**config.mk**
```make
export PLATFORM = sky130hd
export DESIGN_NAME = bounded_deque_with_search_top
export DESIGN_NICKNAME = d
export VERILOG_FILES = /design/src/rtl/bdq_pkg.sv /design/src/rtl/bounded_deque_with_search_top.sv
export SDC_FILE = /design/constraint.sdc
export NUM_CORES = 2
export LEC_CHECK = 0
export BUFFER_PORTS_ARGS = -buffer_cell sky130_fd_sc_hd__buf_2
export CORE_UTILIZATION = 55
export DETAILED_ROUTE_END_ITERATION = 16
export PLACE_DENSITY = 0.71
export SYNTH_ARGS = -nofsm -noshare
export SYNTH_HDL_FRONTEND = slang
export SYNTH_SLANG_ARGS = --single-unit
```
**constraint.sdc**
```tcl
create_clock -name i_clk -period 7.2 [get_ports i_clk]
set_clock_uncertainty 0.2 [all_clocks]
set_input_delay 0.36 -clock i_clk [delete_from_list [all_inputs] [get_ports i_clk]]
set_output_delay 0.36 -clock i_clk [all_outputs]
set_load 0.03 [all_outputs]
```
**src/rtl/bdq_pkg.sv**
```systemverilog
// Package for the bounded double-ended queue with search.
// Holds operation codes, status codes and the controller state type.
// No dependencies.
package bdq_pkg;

    // Operation codes carried by an input transaction.
    localparam logic [2:0] OP_PUSH_BACK  = 3'd0;
    localparam logic [2:0] OP_PUSH_FRONT = 3'd1;
    localparam logic [2:0] OP_POP_FRONT  = 3'd2;
    localparam logic [2:0] OP_POP_BACK   = 3'd3;
    localparam logic [2:0] OP_COUNT      = 3'd4;
    localparam logic [2:0] OP_CLEAR      = 3'd5;

    // Status codes returned with every result.
    localparam logic [1:0] STATUS_OK    = 2'd0;
    localparam logic [1:0] STATUS_EMPTY = 2'd1;
    localparam logic [1:0] STATUS_FULL  = 2'd2;

    // Controller states.
    typedef enum logic [1:0] {
        ST_IDLE,
        ST_POP,
        ST_SEARCH
    } t_state;

endpackage

```
**src/rtl/bounded_deque_with_search_top.sv**
```systemverilog
// Top level of the bounded double-ended queue with search.
// Depends on bdq_pkg; the ring store is a single-port-read synchronous memory.
//
//  Channel  | Handshake                      | Payload
//  ---------+--------------------------------+----------------------------------------
//  command  | start in, busy out             | i_op, i_item_value
//  result   | o_result_valid strobe, 1 cycle | o_status, o_popped_value,
//           |                                | o_match_count, o_occupancy
//
// Push, clear, unused codes and refused operations give their result in the cycle after
// acceptance; a successful pop passes through ST_POP for the registered memory read.
// A search passes through ST_SEARCH, where the one memory read port walks the stored
// entries one per cycle.
// Reset is synchronous and active low; it empties the queue and returns the head to 0.
// The result strobe cannot be stalled; busy is high while a pop or a search is in flight.
module bounded_deque_with_search_top
    import bdq_pkg::*;
#(
    parameter int DEPTH = 64
) (
    input  logic               i_clk,
    input  logic               i_rst_n,
    input  logic               start,
    output logic               busy,
    input  logic [2:0]         i_op,
    input  logic signed [31:0] i_item_value,
    output logic               o_result_valid,
    output logic [1:0]         o_status,
    output logic signed [31:0] o_popped_value,
    output logic [6:0]         o_match_count,
    output logic [6:0]         o_occupancy
);

    localparam int AW = (DEPTH > 1) ? $clog2(DEPTH) : 1;
    localparam int CW = $clog2(DEPTH + 1);
    localparam logic [AW:0]   DEPTH_W  = (AW + 1)'(DEPTH);
    localparam logic [AW-1:0] LAST_IDX = AW'(DEPTH - 1);
    localparam logic [CW-1:0] FULL_CNT = CW'(DEPTH);

    // Adds two ring indices modulo DEPTH; both operands are below DEPTH.
    function automatic logic [AW-1:0] ring_add(input logic [AW-1:0] a,
                                               input logic [AW-1:0] b);
        logic [AW:0] s;
        s = {1'b0, a} + {1'b0, b};
        if (s >= DEPTH_W) begin
            s = s - DEPTH_W;
        end
        return s[AW-1:0];
    endfunction

    // Control and queue state.
    t_state          r_state, n_state;
    logic [AW-1:0]   r_head, n_head;
    logic [CW-1:0]   r_count, n_count;

    // Search walk.
    logic [31:0]     r_key, n_key;
    logic [CW-1:0]   r_idx, n_idx;
    logic [AW-1:0]   r_ptr, n_ptr;
    logic [CW-1:0]   r_matches, n_matches;
    logic            r_cmp_valid, n_cmp_valid;

    // Result registers.
    logic            r_valid, n_valid;
    logic [1:0]      r_status, n_status;
    logic [31:0]     r_popped, n_popped;
    logic [CW-1:0]   r_match_out, n_match_out;
    logic [CW-1:0]   r_occ, n_occ;

    // Memory port.
    logic [31:0]     mem [DEPTH];
    logic [31:0]     r_rd_data;
    logic            mem_we;
    logic [AW-1:0]   mem_waddr;
    logic [31:0]     mem_wdata;
    logic [AW-1:0]   mem_raddr;

    logic            accept;
    logic            hit;

    assign busy   = (r_state != ST_IDLE);
    assign accept = start && !busy;
    assign hit    = r_cmp_valid && (r_rd_data == r_key);

    // Ring store: one write and one registered read per cycle.
    always_ff @(posedge i_clk) begin
        if (mem_we) begin
            mem[mem_waddr] <= mem_wdata;
        end
        r_rd_data <= mem[mem_raddr];
    end

    // State and result registers.
    always_ff @(posedge i_clk) begin
        if (!i_rst_n) begin
            r_state     <= ST_IDLE;
            r_head      <= '0;
            r_count     <= '0;
            r_valid     <= 1'b0;
            r_cmp_valid <= 1'b0;
        end else begin
            r_state     <= n_state;
            r_head      <= n_head;
            r_count     <= n_count;
            r_valid     <= n_valid;
            r_cmp_valid <= n_cmp_valid;
        end
        r_key       <= n_key;
        r_idx       <= n_idx;
        r_ptr       <= n_ptr;
        r_matches   <= n_matches;
        r_status    <= n_status;
        r_popped    <= n_popped;
        r_match_out <= n_match_out;
        r_occ       <= n_occ;
    end

    // Next state, memory controls and results.
    always_comb begin
        n_state     = r_state;
        n_head      = r_head;
        n_count     = r_count;
        n_key       = r_key;
        n_idx       = r_idx;
        n_ptr       = r_ptr;
        n_matches   = r_matches;
        n_cmp_valid = 1'b0;
        n_valid     = 1'b0;
        n_status    = r_status;
        n_popped    = r_popped;
        n_match_out = r_match_out;
        n_occ       = r_occ;
        mem_we      = 1'b0;
        mem_waddr   = ring_add(r_head, r_count[AW-1:0]);
        mem_wdata   = $unsigned(i_item_value);
        mem_raddr   = r_head;

        case (r_state)
            ST_IDLE: begin
                if (accept) begin
                    // Most operations finish here; preset an OK result.
                    n_valid     = 1'b1;
                    n_status    = STATUS_OK;
                    n_popped    = '0;
                    n_match_out = '0;
                    n_occ       = r_count;
                    case (i_op)
                        OP_PUSH_BACK: begin
                            if (r_count == FULL_CNT) begin
                                n_status = STATUS_FULL;
                            end else begin
                                mem_we    = 1'b1;
                                mem_waddr = ring_add(r_head, r_count[AW-1:0]);
                                n_count   = r_count + 1'b1;
                                n_occ     = r_count + 1'b1;
                            end
                        end
                        OP_PUSH_FRONT: begin
                            if (r_count == FULL_CNT) begin
                                n_status = STATUS_FULL;
                            end else begin
                                n_head    = (r_head == '0) ? LAST_IDX : r_head - AW'(1);
                                mem_we    = 1'b1;
                                mem_waddr = n_head;
                                n_count   = r_count + 1'b1;
                                n_occ     = r_count + 1'b1;
                            end
                        end
                        OP_POP_FRONT, OP_POP_BACK: begin
                            if (r_count == '0) begin
                                n_status = STATUS_EMPTY;
                            end else begin
                                // The value arrives from the memory next cycle.
                                n_valid = 1'b0;
                                n_count = r_count - 1'b1;
                                n_state = ST_POP;
                                if (i_op == OP_POP_FRONT) begin
                                    mem_raddr = r_head;
                                    n_head    = ring_add(r_head, AW'(1));
                                end else begin
                                    mem_raddr = ring_add(r_head, AW'(r_count - 1'b1));
                                end
                            end
                        end
                        OP_COUNT: begin
                            if (r_count == '0) begin
                                n_status = STATUS_EMPTY;
                            end else begin
                                n_valid   = 1'b0;
                                n_key     = $unsigned(i_item_value);
                                n_idx     = '0;
                                n_ptr     = r_head;
                                n_matches = '0;
                                n_state   = ST_SEARCH;
                            end
                        end
                        OP_CLEAR: begin
                            n_head  = '0;
                            n_count = '0;
                            n_occ   = '0;
                        end
                        default: begin
                            // Unused codes leave the queue as it is.
                        end
                    endcase
                end
            end
            ST_POP: begin
                n_valid     = 1'b1;
                n_status    = STATUS_OK;
                n_popped    = r_rd_data;
                n_match_out = '0;
                n_occ       = r_count;
                n_state     = ST_IDLE;
            end
            ST_SEARCH: begin
                // Compare the entry read last cycle while the next one is fetched.
                n_matches = r_matches + CW'(hit);
                if (r_idx != r_count) begin
                    mem_raddr   = r_ptr;
                    n_ptr       = ring_add(r_ptr, AW'(1));
                    n_idx       = r_idx + 1'b1;
                    n_cmp_valid = 1'b1;
                end else begin
                    n_valid     = 1'b1;
                    n_status    = STATUS_OK;
                    n_popped    = '0;
                    n_match_out = r_matches + CW'(hit);
                    n_occ       = r_count;
                    n_state     = ST_IDLE;
                end
            end
            default: begin
                n_state = ST_IDLE;
            end
        endcase
    end

    // Result ports.
    assign o_result_valid = r_valid;
    assign o_status       = r_status;
    assign o_popped_value = $signed(r_popped);
    assign o_match_count  = 7'(r_match_out);
    assign o_occupancy    = 7'(r_occ);

endmodule

```
Word level (Yosys, flattened, before mapping):

Memories as Yosys holds them, arrays and structs flattened. A register that Yosys moved wholly into a read port is not among the register bits.
Cells that the tools add are included.

* memories: 1
* output and inout bits: 50
* bits in registers: 117
* input port bits: 38
* memory bits (writable): 2048
* logic and storage cells: 142

* $add $sub $neg: 13
* reductions and logical operators: 23
* magnitude comparators: 4
* equality and inequality tests: 21
* bitwise logic cells: 1
* muxes and demuxes: 66

Memories
* mem: words 64, bits a word 32, read ports 1, clocked after Yosys merged registers in 1, write ports 1, line bounded_deque_with_search_top.sv:71 `logic [31:0] mem [DEPTH];`

Operators by type and width (number)
* $mux W6: 21
* $pmux W32 S3: 1
* $mux W7: 10
* $mux W32: 2
* $pmux W7 S3: 3
* $pmux W7 S2: 3
* $eq A32 B32 Y1: 1
* $sub A6 B1 Y6 const B: 5
* $ge A7 B7 Y1 const B: 4
* $pmux W6 S2: 2
* $pmux W6 S3: 1
* $add A6 B1 Y7 const B: 2
* $add A6 B6 Y7: 2
* $add A7 B1 Y7 const B: 2
* $ne A2 B2 Y1 const B: 7
* $mux W1: 12
* $mux W2: 6
* $pmux W2 S2: 3
* $reduce_and A4 Y1: 3
* $reduce_and A5 Y1: 2
* $reduce_bool A3 Y1: 3
* $add A7 B1 Y7: 1
* $eq A7 B7 Y1 const B: 1
* $logic_not A7 Y1: 1
* 24 further kinds: 30

Logic depth before layout (Yosys ltp):

* word-level depth: 9
* depth in mapped cells: 18

Least setup slack after synthesis:

OpenSTA, ideal clock, no wires.

* path kind: register -> register
* start: register r_count[0]
* end: register r_idx[0], enable pin
* cell stages (with the launch flop): 9
* library setup time: 0.403 ns
* setup slack: 0.819 ns
* data arrival time: 5.778 ns
* path buffers: 1
* path through: dfxtp_1 > buf_2 > inv_1 > ha_1 > or4b_2 > nor3_1 > nor4_1 > a21o_1 > a21boi_0

* longest elaborated chain between the ends: 3
* elaborated cells on any way between the ends: 5
* classes of those cells: 3 x eq/ne; 2 x reduce/logical

Ends and longest elaborated chain
* start: declaration: line bounded_deque_with_search_top.sv:54 `logic [CW-1:0] r_count, n_count;`
* start signal: assignment: line bounded_deque_with_search_top.sv:104 `r_count <= n_count;`
* $ne A7 B7 Y1 or $logic_not A7 Y1 (tied branches): line bounded_deque_with_search_top.sv:219, bounded_deque_with_search_top.sv:186
* $ne A2 B2 Y1 (no source line)
* $reduce_and A5 Y1 (no source line) (*)
* end signal: assignment: line bounded_deque_with_search_top.sv:109 `r_idx <= n_idx;`
* end: declaration: line bounded_deque_with_search_top.sv:58 `logic [CW-1:0] r_idx, n_idx;`

Every way passes the cells marked *; elsewhere a longest branch is shown, timed or not.
A chain may end at the register's enable or synchronous reset.

Worst setup path in the final report:

* start: register r_count[0]
* end: memory mem[15][10], enable pin

* longest elaborated chain between the ends: 7
* elaborated cells on any way between the ends: 15
* classes of those cells: 2 x add/sub; 1 x order compare; 1 x eq/ne; 11 x mux

Ends and longest elaborated chain
* $add A6 B6 Y7 or $eq A7 B7 Y1 (tied branches): line bounded_deque_with_search_top.sv:44, bounded_deque_with_search_top.sv:149, bounded_deque_with_search_top.sv:159
* $sub A6 B1 Y6, or another cell as far along: line bounded_deque_with_search_top.sv:46 `s = s - DEPTH_W;`
* $mux W6 or $mux W1 (tied branches)
* $mux W6 or $mux W1 (tied branches): line bounded_deque_with_search_top.sv:159, bounded_deque_with_search_top.sv:140
* $mux W6 or $mux W1 (tied branches)
* $mux W6 or $mux W1 (tied branches): line bounded_deque_with_search_top.sv:140, bounded_deque_with_search_top.sv:87
* $mux W6 or $mux W1 (tied branches): line bounded_deque_with_search_top.sv:138, bounded_deque_with_search_top.sv:88
* end: declaration: line bounded_deque_with_search_top.sv:71

Several ways; a longest one is shown, not always the timed one.

==> results.json <==
{
  "synth_area_in_simple_gates_pct": 10.9,
  "synth.avg_cell_area_um2": 14.5,
  "worst_slew_margin_rel_pct": 3.94,
  "layout_min_cycle_time_ps": 5890,
  "syn-cell-area_mm2": 0.0861,
  "setup.worst_path.start_class": "flip-flop",
  "worst_ir_drop_vdd_mv": 0.246,
  "place.detailed.hpwl_um": 144000,
  "place_ws_ps": 904,
  "io_buffer_count": 87,
  "drt_wl_total_um": 241000,
  "synthToLayoutAreaGrowth_pct": 11.9,
  "postSynth.asyncResetShare_pct": 0,
  "clk_pin_slew_worst_paths_ps": 60,
  "pleak_nw": 33.0,
  "dr_total_vias": 53000,
  "max-cap-violations": 0,
  "post_synth_xor_area_fraction_pct": 0.712,
  "drt_drc_violations_left": 0,
  "timing_worst_setup_path_type": "reg -> reg",
  "pwr_density_cell_mw_per_mm2": 316,
  "fmaxAchievable_mhz": 170,
  "layout-drive-gt1-share_pct": 10.4,
  "grt_first_pass_wirelength_um": 346000,
  "synth_top_family_by_area": "simple AND/OR/NAND/NOR gates",
  "worst_hold_path_endpoint": "mem[12][7]",
  "io-pin-count": 88,
  "critical_path.endpoint_type": "flip-flop",
  "ys.warnings.count": 0,
  "muxShareOfSynthArea_pct": 4.28,
  "ctsLongestPathBuffers": 3,
  "synth_compound_area_share_pct": 5.56,
  "insertion_delay_of_the_later_clocked_pin_in_the_worst_skew_pair_ps": 840,
  "numCtsBuffers": 211,
  "final.hold.worst_slack_ps": 10.3,
  "worst_slew_pin_slew_ps": 1440,
  "ys_types": 72,
  "hold_violations": 0,
  "hold_path.class": "in -> reg",
  "worst_r2r_endpoint": "mem[15][10]",
  "critPathSlowestCell": "nor2_4",
  "worstPathCellList": "inv_1 > ha_1 > or4b_2 > nor3_1 > nor4_2 > nand2_1 > o21ai_0 > nand3_1 > nor2_4",
  "setup-violations-final": 0,
  "number_of_synthesized_register_bits": 2197,
  "tritoncts": "done",
  "die_height_um": 398,
  "synth-main-ff-cell": "edfxtp_1",
  "synth_seq_area_share_pct": 76.0,
  "avgRoutedWirePerCell_um": 29.1,
  "synth_edf_count": 2148,
  "postLayoutSetupSlackWorst_ps": 1310,
  "ctsHtreeMaxLevel": 4,
  "drt-initial-drc-count": 7573,
  "cts.repair_timing.setup_buffer_count": 0,
  "number_of_nets_with_antenna_violations_after_detailed_routing": 0,
  "fin_nets": 6126,
  "clock_tree.root_cell": "clkbuf_16",
  "die_w_um": 398,
  "floorplan.rows": 144,
  "synth_adder_area_share_pct": 0.366,
  "core_area_mm2": 0.155,
  "syn_nets": 6013,
  "dp_cells": 7885,
  "gp_routability_congestion": 0.942,
  "initial_core_util_pct": 55.6,
  "timing.hold.worst.start": "i_item_value[7]",
  "antenna_violations_before_repair": 21,
  "worstPathArrival_ps": 6130,
  "die_area_mm2": 0.158,
  "grt_pass1_vias": 50000,
  "layout.cells.most_common": "edfxtp_1",
  "first_pass_iters": 6,
  "max_stage_delay_ps": 1350,
  "grt.total_usage_pct": 30.4,
  "hold_depth": 2,
  "critical_path.max_fanout": 32,
  "worst_r2r_path_depth": 9,
  "gr-total-overflow": 0,
  "via_per_inst": 6.39,
  "layout_common_cells": "edfxtp_1 (2148), nand2_1 (1376), mux2i_1 (365), nand3_1 (356), a21oi_1 (354)",
  "drv_slew": 0,
  "grt_setup_unrepaired": "no",
  "crit_required_ps": 7440,
  "outcome": "complete, no violations",
  "startpoint_of_the_worst_slack_reg_to_reg_timing_path": "r_count[0]",
  "postSynthCellCount": 5951,
  "finish.cell_count_without_fillers": 8294,
  "grt_start_max_net_pins": 131,
  "timing.final.crit_share_pct": 81.8,
  "cts_num_sinks": 2197,
  "ff2ff_setup_slack_ps": 1310,
  "final.setup.tns_ps": 0
}
[where the power goes]
group	switching, mW	total (mW)	leakage, nW	internal, mW
registers	0.421	14.7	19.8	14.3
logic	3.47	4.81	9.83	1.34
clock network	4.74	10.9	3.33	6.20
total	8.63	30.5	33.0	21.8
[worst max-delay path, delay by kind of cell (launching register included)]
kind / cells / cell delay (ps)
compound gates: 1 / 520
flops: 1 / 540
simple gates: 6 / 3770
fa+ha+maj: 1 / 310
buf+inv: 1 / 170
[logic make-up (layout without fill, tap and decap cells)]
group / count (synthesis) / in the layout
and+or+nand+nor: 2166 / 2166
DFF: 2197 / 2197
AOI/OAI and AO/OA: 757 / 757
muxes: 368 / 368
buffers and inverters: 369 / 662
other: 0 / 6
xor gates and xnor gates: 70 / 70
adders and majority gates: 24 / 24
[how the worst max path moves through the flow]
stage | start | to | slack (ps)
2_1_floorplan | r_count[0] | r_idx[0] | 820
3_3_place_gp | r_count[0] | mem[7][22] | 1140
3_5_place_dp | r_count[0] | mem[15][10] | 900
4_1_cts | r_count[0] | mem[7][22] | 880
5_1_grt | r_state[0] | mem[59][6] | 1050
6_report | r_count[0] | mem[15][10] | 1310
[layer usage]
metal  GRT usage, %  up-vias  wire (µm)
met5              0        -         78
met4           10.7       10       8430
met3           6.89      484      30700
met2           47.1     3519     112000
met1           42.6    26300      89600
li1               -    22600          -
[timing repair]
| action | in CTS | in global routing |
|---|---|---|
| hold endpoints to repair | 47 | 0 |
| gates resized for setup | 0 | 0 |
| hold buffers | 10 | 0 |
[cells in the mapped netlist, types with 32 or more instances]
library cell  number  area, µm²
a21oi_1          354       1770
a221oi_1          32        280
a31oi_1           98        613
a32oi_1           64        561
and2_1            40        250
and3_1            49        307
buf_2            152        761
buf_4             38        285
clkbuf_1         126        473
dfxtp_1           49        981
edfxtp_1        2148      64500
mux2i_1          365       3650
nand2_1         1376       5160
nand3_1          359       1800
nor2_1           125        469
nor4_1           139        870
o22ai_1           98        613
xnor2_1           53        464
[per-stage QoR]
stage / cell area [µm²] / utilization (%) / total power, mW
global placement: 89400 / 57.8 / 19.6
finish: 96300 / 62.2 / 30.5
floorplan: 86100 / - / 17.5
CTS: 96300 / 62.2 / 30.4
global route: 96300 / 62.2 / 31.2
detailed placement: 89400 / 57.8 / 19.6
[registers in the layout, indices dropped and copies added, names as in the netlist, 7 cells and up]
name            count
r_idx               7
r_matches           7
o_match_count       7
r_key              32
r_rd_data          32
r_count             7
o_occupancy         7
mem              2048
o_popped_value     32
[final cells by class]
class | count | area [µm²]
diodes | 6 | 15.0
clock buffers | 270 | 5670
clock inverters | 123 | 1130
fillers | 10900 | 58400
inverters | 19 | 71.3
multi-input cells | 3385 | 19500
flip-flops and latches | 2197 | 65500
well taps | 2044 | 2560
repair buffers | 250 | 1960
No activity file was read; power rests on OpenSTA's default activity.
